--- src/rtl/rlpg_pkg.sv ---
`default_nettype none
// ----------------------------------------------------------------------------
// rlpg_pkg
// Shared types, constants and pattern tables of the rgb led pattern generator.
// ----------------------------------------------------------------------------
package rlpg_pkg;

  localparam int unsigned PatternSteps = 32;
  localparam int unsigned SlotW        = $clog2(PatternSteps);
  localparam int unsigned ChanW        = 8;
  localparam int unsigned DelayW       = 5;
  localparam int unsigned WaveW        = 16;
  localparam int unsigned CfgIdxW      = 3;
  localparam int unsigned CfgDataW     = 8;

  localparam int unsigned InDataW  = 8;
  localparam int unsigned OutDataW = 40;

  typedef enum logic [1:0] {
    MODE_RAINBOW = 2'd0,
    MODE_SOLID   = 2'd1,
    MODE_PULSE   = 2'd2,
    MODE_OFF     = 2'd3
  } led_mode_e;

  typedef enum logic [CfgIdxW-1:0] {
    REG_LED_MODE    = 3'd0,
    REG_SPEED_LEVEL = 3'd1,
    REG_BASE_RED    = 3'd2,
    REG_BASE_GREEN  = 3'd3,
    REG_BASE_BLUE   = 3'd4
  } reg_idx_e;

  localparam logic [ChanW-1:0]  ChanMax       = 8'hFF;
  localparam logic [DelayW-1:0] DelayRainbow  = 5'h1C;
  localparam logic [DelayW-1:0] DelayPulse    = 5'h1E;
  localparam logic [DelayW-1:0] DelayStatic   = 5'h10;
  localparam logic [DelayW-1:0] DelayMin      = 5'd4;
  localparam logic [ChanW-1:0]  LoopDelayHold = 8'hFF;

  localparam logic [1:0]       ResetMode  = MODE_RAINBOW;
  localparam logic [2:0]       ResetSpeed = 3'd2;
  localparam logic [ChanW-1:0] ResetRed   = 8'd255;
  localparam logic [ChanW-1:0] ResetGreen = 8'd96;
  localparam logic [ChanW-1:0] ResetBlue  = 8'd160;

  typedef struct packed {
    led_mode_e        mode;
    logic [2:0]       speed;
    logic [ChanW-1:0] red;
    logic [ChanW-1:0] green;
    logic [ChanW-1:0] blue;
  } cfg_t;

  typedef struct packed {
    logic [ChanW-1:0]  loop_delay;
    logic              smooth_enable;
    logic [DelayW-1:0] step_delay;
    logic [ChanW-1:0]  blue;
    logic [ChanW-1:0]  green;
    logic [ChanW-1:0]  red;
  } result_t;

  // breathing wave, unsigned q0.16
  function automatic logic [WaveW-1:0] wave_q16(input logic [SlotW-1:0] idx);
    logic [WaveW-1:0] w;
    case (idx)
      5'd0:  w = 16'd39322;
      5'd1:  w = 16'd44599;
      5'd2:  w = 16'd49659;
      5'd3:  w = 16'd54297;
      5'd4:  w = 16'd58322;
      5'd5:  w = 16'd61568;
      5'd6:  w = 16'd63904;
      5'd7:  w = 16'd65234;
      5'd8:  w = 16'd65502;
      5'd9:  w = 16'd64699;
      5'd10: w = 16'd62857;
      5'd11: w = 16'd60051;
      5'd12: w = 16'd56397;
      5'd13: w = 16'd52043;
      5'd14: w = 16'd47169;
      5'd15: w = 16'd41974;
      5'd16: w = 16'd36670;
      5'd17: w = 16'd31474;
      5'd18: w = 16'd26600;
      5'd19: w = 16'd22246;
      5'd20: w = 16'd18592;
      5'd21: w = 16'd15786;
      5'd22: w = 16'd13944;
      5'd23: w = 16'd13141;
      5'd24: w = 16'd13409;
      5'd25: w = 16'd14739;
      5'd26: w = 16'd17075;
      5'd27: w = 16'd20322;
      5'd28: w = 16'd24346;
      5'd29: w = 16'd28984;
      5'd30: w = 16'd34045;
      default: w = 16'd39322;
    endcase
    return w;
  endfunction

endpackage
`default_nettype wire

--- src/rtl/rlpg_color.sv ---
`default_nettype none
// ----------------------------------------------------------------------------
// rlpg_color
// Colour and timing fields of one pattern slot for the current mode.
// ----------------------------------------------------------------------------
module rlpg_color import rlpg_pkg::*; (
  input  var cfg_t             cfg_i,
  input  wire logic [SlotW-1:0] slot_i,
  output var result_t          res_o
);

  localparam int unsigned ScaledW = SlotW + 3;
  localparam int unsigned RampW   = ChanW + SlotW + 1;
  localparam int unsigned ProdW   = ChanW + WaveW;

  logic [ScaledW-1:0] scaled;
  logic [2:0]         sector;
  logic [SlotW-1:0]   rem;
  logic [RampW-1:0]   up_full;
  logic [RampW-1:0]   down_full;
  logic [ChanW-1:0]   up;
  logic [ChanW-1:0]   down;
  logic [ChanW-1:0]   rb_r, rb_g, rb_b;

  logic [WaveW-1:0]   wave;
  logic [ProdW-1:0]   prod_r, prod_g, prod_b;
  logic [ChanW-1:0]   pl_r, pl_g, pl_b;

  logic [DelayW-1:0]  dec;
  logic [DelayW-1:0]  delay_rb;
  logic [DelayW-1:0]  delay_pl;

  // hue sweep: sector and position within it
  assign scaled    = ScaledW'(slot_i) * ScaledW'(6);
  assign sector    = scaled[SlotW +: 3];
  assign rem       = scaled[SlotW-1:0];
  assign up_full   = RampW'(rem) * RampW'(255);
  assign down_full = (RampW'(PatternSteps) - RampW'(rem)) * RampW'(255);
  assign up        = up_full[SlotW +: ChanW];
  assign down      = down_full[SlotW +: ChanW];

  always_comb begin
    case (sector)
      3'd0: begin
        rb_r = ChanMax; rb_g = up;      rb_b = '0;
      end
      3'd1: begin
        rb_r = down;    rb_g = ChanMax; rb_b = '0;
      end
      3'd2: begin
        rb_r = '0;      rb_g = ChanMax; rb_b = up;
      end
      3'd3: begin
        rb_r = '0;      rb_g = down;    rb_b = ChanMax;
      end
      3'd4: begin
        rb_r = up;      rb_g = '0;      rb_b = ChanMax;
      end
      default: begin
        rb_r = ChanMax; rb_g = '0;      rb_b = down;
      end
    endcase
  end

  // breathing scale, truncated to the top bits of the product
  assign wave   = wave_q16(slot_i);
  assign prod_r = ProdW'(cfg_i.red)   * ProdW'(wave);
  assign prod_g = ProdW'(cfg_i.green) * ProdW'(wave);
  assign prod_b = ProdW'(cfg_i.blue)  * ProdW'(wave);
  assign pl_r   = prod_r[WaveW +: ChanW];
  assign pl_g   = prod_g[WaveW +: ChanW];
  assign pl_b   = prod_b[WaveW +: ChanW];

  // step delay from speed, floored at the minimum
  assign dec = {cfg_i.speed, 2'b00};
  assign delay_rb = (dec >= DelayRainbow || (DelayRainbow - dec) < DelayMin) ?
                    DelayMin : DelayRainbow - dec;
  assign delay_pl = (dec >= DelayPulse || (DelayPulse - dec) < DelayMin) ?
                    DelayMin : DelayPulse - dec;

  always_comb begin
    res_o = '0;
    unique case (cfg_i.mode)
      MODE_RAINBOW: begin
        res_o.red        = rb_r;
        res_o.green      = rb_g;
        res_o.blue       = rb_b;
        res_o.step_delay = delay_rb;
      end
      MODE_SOLID: begin
        res_o.red        = cfg_i.red;
        res_o.green      = cfg_i.green;
        res_o.blue       = cfg_i.blue;
        res_o.step_delay = DelayStatic;
        res_o.loop_delay = LoopDelayHold;
      end
      MODE_PULSE: begin
        res_o.red           = pl_r;
        res_o.green         = pl_g;
        res_o.blue          = pl_b;
        res_o.step_delay    = delay_pl;
        res_o.smooth_enable = 1'b1;
      end
      default: begin
        res_o.step_delay = DelayStatic;
        res_o.loop_delay = LoopDelayHold;
      end
    endcase
  end

endmodule
`default_nettype wire

--- src/rtl/rgb_led_pattern_generator_core.sv ---
`default_nettype none
// ----------------------------------------------------------------------------
// rgb_led_pattern_generator_core
// Per-slot colour and timing generator for a 32-step led pattern.
// ----------------------------------------------------------------------------
// Each transaction on the slave side carries a slot index and yields one
// transaction on the master side with that slot's colour and timing fields.
// A slot is registered on entry, evaluated by table lookup and one multiply
// per channel, and the result registered in the output register; one slot per
// cycle is sustained while the master side is ready. Registers are written
// through the cfg port and should only change while no transaction is in
// flight.
module rgb_led_pattern_generator_core import rlpg_pkg::*; (
  input  wire logic                clk_i,
  input  wire logic                rst_ni,
  // slave side: tdata[4:0] slot
  input  wire logic                s_axis_tvalid,
  output var  logic                s_axis_tready,
  input  wire logic [InDataW-1:0]  s_axis_tdata,
  // master side: tdata out_red, out_green, out_blue, step_delay,
  // smooth_enable, loop_delay
  output var  logic                m_axis_tvalid,
  input  wire logic                m_axis_tready,
  output var  logic [OutDataW-1:0] m_axis_tdata,
  input  wire logic                cfg_we_i,
  input  wire logic [CfgIdxW-1:0]  cfg_idx_i,
  input  wire logic [CfgDataW-1:0] cfg_data_i
);

  cfg_t             cfg_q;
  logic             in_vld_q;
  logic [SlotW-1:0] slot_q;
  logic             out_vld_q;
  result_t          res_q;
  result_t          res_d;
  logic             adv_out;
  logic             adv_in;

  always_ff @(posedge clk_i or negedge rst_ni) begin
    if (!rst_ni) begin
      cfg_q.mode  <= led_mode_e'(ResetMode);
      cfg_q.speed <= ResetSpeed;
      cfg_q.red   <= ResetRed;
      cfg_q.green <= ResetGreen;
      cfg_q.blue  <= ResetBlue;
    end else if (cfg_we_i) begin
      case (cfg_idx_i)
        REG_LED_MODE:    cfg_q.mode  <= led_mode_e'(cfg_data_i[1:0]);
        REG_SPEED_LEVEL: cfg_q.speed <= cfg_data_i[2:0];
        REG_BASE_RED:    cfg_q.red   <= cfg_data_i;
        REG_BASE_GREEN:  cfg_q.green <= cfg_data_i;
        REG_BASE_BLUE:   cfg_q.blue  <= cfg_data_i;
        default: ;
      endcase
    end
  end

  assign adv_out       = !out_vld_q || m_axis_tready;
  assign adv_in        = !in_vld_q || adv_out;
  assign s_axis_tready = adv_in;

  always_ff @(posedge clk_i or negedge rst_ni) begin
    if (!rst_ni) begin
      in_vld_q  <= 1'b0;
      out_vld_q <= 1'b0;
    end else begin
      if (adv_in) begin
        in_vld_q <= s_axis_tvalid;
      end
      if (adv_out) begin
        out_vld_q <= in_vld_q;
      end
    end
  end

  always_ff @(posedge clk_i) begin
    if (adv_in && s_axis_tvalid) begin
      slot_q <= s_axis_tdata[SlotW-1:0];
    end
    if (adv_out && in_vld_q) begin
      res_q <= res_d;
    end
  end

  rlpg_color u_color (
    .cfg_i  (cfg_q),
    .slot_i (slot_q),
    .res_o  (res_d)
  );

  assign m_axis_tvalid = out_vld_q;
  assign m_axis_tdata  = {2'b00, res_q};

endmodule
`default_nettype wire
--- config.mk ---
export PLATFORM = sky130hd
export DESIGN_NAME = rgb_led_pattern_generator_core
export DESIGN_NICKNAME = d
export VERILOG_FILES = /design/src/rtl/rlpg_pkg.sv /design/src/rtl/rlpg_color.sv /design/src/rtl/rgb_led_pattern_generator_core.sv
export SDC_FILE = /design/constraint.sdc
export NUM_CORES = 1
export LEC_CHECK = 0
export BUFFER_PORTS_ARGS = -buffer_cell sky130_fd_sc_hd__buf_2
export CAP_MARGIN = 20
export CORE_AREA = 5 5 202 204
export CTS_BUF_LIST = sky130_fd_sc_hd__clkbuf_8
export DETAILED_ROUTE_END_ITERATION = 8
export DIE_AREA = 0 0 207 209
export PLACE_DENSITY_LB_ADDON = 0.08
export SLEW_MARGIN = 20
export SYNTH_ARGS = -nofsm -noshare
export SYNTH_HDL_FRONTEND = slang
export SYNTH_SLANG_ARGS = --single-unit
export TNS_END_PERCENT = 1
--- constraint.sdc ---
create_clock -name clk_i -period 17.9 [get_ports clk_i]
set_clock_uncertainty 0.05 [all_clocks]
set_input_delay 2.685 -clock clk_i [delete_from_list [all_inputs] [get_ports clk_i]]
set_output_delay 2.685 -clock clk_i [all_outputs]
set_load 0.02 [all_outputs]
### Yosys cells after proc, flatten, opt, wreduce, memory -nomap -nowiden

Memory sizes are Yosys's and may differ from the RTL's. A register that Yosys moved wholly into a read port is not among the register bits.
Index checks and enable logic that the tools add are counted.

* multiplexer cells: 10
* add/subtract/negate cells: 3
* equal/unequal tests: 10
* multiply operators: 6
* magnitude comparators: 4
* reduce and logical (&&, ||, !) cells: 21

Operator list (number)
* 8-bit by 16-bit multiplier with 24-bit output: 3
* 24-bit case mux with 3 select lines: 1
* 8-bit case mux with 3 select lines: 3
* 5-bit two-way mux: 3
* 14-bit by 8-bit multiplier with 13-bit output, second input constant: 1
* 3-bit by 2-bit == test with 1-bit output, second input constant: 4
* 4-bit by 8-bit multiplier with 12-bit output, second input constant: 1
* 5-bit >= comparator, second input constant: 2
* 5-bit by 3-bit less-than comparator with 1-bit output, second input constant: 2
* 5-bit case mux with 2 select lines: 1
* 2-bit AND reduction: 5
* 2-bit OR reduction: 5
* 5-bit subtractor, first input constant: 2
* 8-bit two-way mux: 1
* 5-bit by 2-bit multiplier with 7-bit output, second input constant: 1
* 6-bit by 5-bit subtractor with 7-bit output, first input constant: 1
* 3-bit by 1-bit == test with 1-bit output, second input constant: 2
* 3-bit == test, second input constant: 2
* 3-bit zero test: 2
* 1-bit logical OR: 4
* 2-bit by 1-bit == test with 1-bit output, second input constant: 1
* 2-bit == test, second input constant: 1
* 1-bit logical AND: 2
* 1-bit zero test: 2
* other kinds (2): 2

* memories: 1
* flip-flop bits (word level): 74
* bits of input ports: 24
* output and inout port bits: 42
* memory bits (read-only): 512

Memories
* (name not given): words 32, bits a word 16, rd ports 1, clocked after memory_dff 1, wr ports 0, RTL line rlpg_pkg.sv:67 `case (idx)`

### Longest topological paths before layout

* depth in word-level cells: 5
* depth in mapped cells: 22

### Modules after synthesis

Synthesis repeated with hierarchy kept, for this count alone.

* cells, all modules: 1851
* area total of the unflattened synthesis: 16892.5 um2

By module, submodules not included
* rlpg_color: cells each 1732, area an instance 14347.5 um2, times used 1
* rgb_led_pattern_generator_core: cells each 119, area an instance 2544.9 um2, times used 1

### Worst setup path before layout

No wires, ideal clock.

* path type: input -> output
* from: in m_axis_tready
* to: out s_axis_tready
* data arrival time: 2.968 ns
* cell stages on the path: 1
* slack: 12.197 ns
* cell sequence: nand3b_1

* cells in the longest elaborated chain, start to end: 2

Ends and longest elaborated chain
* start, declared: RTL line rgb_led_pattern_generator_core.sv:23 `input wire logic m_axis_tready,`
* 1-bit logical OR: RTL line rgb_led_pattern_generator_core.sv:58 `assign adv_out = !out_vld_q || m_axis_tready;`
* 1-bit logical OR: RTL line rgb_led_pattern_generator_core.sv:59 `assign adv_in = !in_vld_q || adv_out;`
* end, declared: RTL line rgb_led_pattern_generator_core.sv:18 `output var logic s_axis_tready,`

No other way between the ends.

==> run metrics <==
via count=roughly 13000; initial standard-cell utilization of the core=44.0%; most frequent standard cell in the layout excluding fill and tap cells=inv_1; largest fanout on the critical path=11; number of resized instances in the post-cts repair step=0; flops & latches, synth=82; routed length per instance=around 18 um; post-synth design cell area=around 0.017 mm2; Hold Buf Count CTS=0; antenna violations before repair=1; slew margin rel.=between 20% and 30%; number of pins with negative max-slew slack in the final report=0; count of maximum capacitance violations=0; Post-CTS Setup Repair Bufs=0; transition time of the tightest slew-check pin=between 1 and 1.5 ns; Core Footprint=just under 0.04 mm2; worst skew pair latency=~0.4 ns; DIE AREA=roughly 0.043 mm2; global-route wire length before repair=73000 um; area of placed instances=0.0179 mm2; post-synthesis sequential area ratio=between 10% and 20%; Period minus WS final=roughly 6.9 ns; share of flip-flops with an asynchronous set or reset=between 30% and 40%; total CTS buffers=9; Final GP Congestion=between 0.8 and 0.9; Hold Fails Final Rpt=0; HPWL reported at the end of detailed placement=about 33000 um; number of placed I/O pins=66; CP arrival=roughly 7.0 ns; die height=around 210 um; clk slew on worst S/H paths=0.10 ns; Layout Area Growth over Synthesis=5.02%; gate count after technology mapping=1903; number of flops mapped to enable cells by yosys=35; Total Wirelength=between 40000 and 50000 um; fraction of final layout cells sized beyond drive strength 1=7.89%; most frequent cells in the layout=inv_1 (338), and2_1 (316), fa_1 (266); gr usage total=~21%; number of filler cells placed in the layout=3901; register-to-register setup slack=10.98 ns; number of nets in the layout=about 2400; clock tree buffer depth=2; area of all placed cells without fillers=~0.018 mm2; path type of the worst setup path=reg -> reg; crit start category=flop; DRC violation total after the first TritonRoute iteration=roughly 750; Overflow after GRT=0; number of library cell types mapped by synthesis=79; total number of clock tree sinks=82; number of standard cells in the layout, taps in and fillers out=2425; number of global-route vias before repair=~14000; post-detailed-route DRC marker count=0; period utilisation layout=between 30% and 40%; total of warnings raised by yosys=0; level count of the clock H-tree=3; RSZ-0062 raised after global routing=no; Die W=slightly above 200 um; number of placement rows=73; max frequency=between 100 and 150 MHz; primary flip-flop cell chosen by synthesis mapping=edfxtp_1; total placed cells including tap cells=between 2000 and 2500; number of iterations in the first detailed-routing pass=5; average cell area after synthesis=roughly 9.0 um2; setup TNS=0 ns; quantity of I/O buffers inserted on ports=slightly below 60; path category of the worst min-delay check=reg -> reg; final setup vio count=0; Ant. Diodes=0; antenna-violating nets left=0; clock tree from TritonCTS=done; Critical Path End Type=flop; required time of the critical path=17.98 ns; run status=completed; mean number of vias per cell=roughly 5.3; clock tree root buffer cell=clkbuf_8; largest net degree at the start of global routing=32
[final timing paths]
path                                start          endpoint  depth (start not counted)
worst max-delay path            slot_q[0]  m_axis_tdata[20]                         20
worst min-delay path             in_vld_q     m_axis_tvalid                          1
worst max register to register  slot_q[0]  m_axis_tdata[20]                         20
worst min register to register   in_vld_q     m_axis_tvalid                          1
max in group asynchronous          rst_ni         cfg_q[15]                          1
min in group asynchronous          rst_ni         cfg_q[26]                          1
[flip-flops by register name (all words and copies together) (netlist names)]
signal	count
in_vld_q	1
m_axis_tdata	30
cfg_q	29
slot_q	5
u_color.wave	16
m_axis_tvalid	1
[Yosys cell counts (4+ instances only)]
cell	instances	share of area (%)
a211o_1	4	0.20
a211oi_1	19	0.83
a21o_1	17	0.74
a21oi_1	70	2.0
a221o_1	4	0.23
a311oi_1	7	0.36
a31oi_1	11	0.40
and2_1	317	12
and3_1	13	0.47
buf_4	10	0.44
clkbuf_1	80	1.7
dfrtp_1	18	2.6
dfstp_2	13	2.0
dfxtp_1	16	1.9
edfxtp_1	35	6.1
fa_1	266	31
ha_1	180	13
inv_1	338	7.4
mux2_2	30	2.0
mux2i_1	8	0.47
nand2_1	137	3.0
nand2b_1	10	0.36
nand3_1	16	0.47
nand4_1	7	0.25
nor2_1	55	1.2
nor2b_1	6	0.22
nor3_1	28	0.82
nor3b_1	4	0.17
o211ai_1	11	0.48
o21a_1	5	0.22
o21ai_0	41	1.2
o221ai_1	6	0.31
o22ai_1	5	0.18
o31ai_1	5	0.22
o32ai_1	5	0.25
or2_2	5	0.18
or3_1	5	0.18
xnor2_1	23	1.2
xor2_1	13	0.66
[final cells by class]
type                    count  area (um2)  area share (%)
clock buffers              10         138           0.762
clock inverters             6        46.3           0.256
inverters                 340        1280            7.07
multi-input cells        1389       13400            74.1
flip-flops and latches     82        2160            12.0
well taps                 525         657            3.64
repair buffers             73         400            2.22
[worst max-delay path: stages, from the launching register on]
cell       delay [ns]
edfxtp_1         0.70
inv_1            0.30
ha_1             0.65
inv_1            0.21
ha_1             0.24
nor2b_1          0.13
xnor2_1          0.40
fa_1             0.53
xor2_1           0.17
ha_1             0.31
inv_1            0.05
fa_1             0.47
inv_1            0.04
ha_1             0.36
nand2_1          0.07
o31ai_1          0.58
a2111oi_0        0.23
nor3_1           0.50
a21oi_1          0.13
o311ai_0         0.37
o21ai_0          0.16
[per-stage QoR]
stage	util [%]	setup WS [ns]	hold WS [ns]
6_report	46.2	10.98	0.444
5_1_grt	46.2	10.49	0.501
4_1_cts	46.2	10.91	0.456
2_1_floorplan	-	12.20	0.399
3_3_place_gp	45.7	11.00	0.410
3_5_place_dp	45.7	10.96	0.419
[metal layers]
metal / part of all wire (%) / vias up / wire (um) / global-route usage (%)
met5: 0 / - / 0 / 0
met4: 1.3 / 0 / 566 / 4.31
met3: 3.0 / 35 / 1300 / 1.83
met2: 49 / 215 / 21400 / 35.3
met1: 47 / 6472 / 20400 / 29.2
li1: - / 6042 / - / -
[cell families (layout without fill, tap and decap cells)]
kind of cell	Yosys count	after routing	share of synthesized area (%)
buf+inv	434	429	9.70
fa+ha+maj	446	446	44.1
mux	40	40	2.58
other cells	1	3	0.0218
flops	82	82	12.6
simple gates	613	613	19.3
xor+xnor	36	36	1.83
compound gates	251	251	9.84
Power is not shown: default switching activity piles up to over one toggle a cycle in this logic, so the estimate is an artifact.
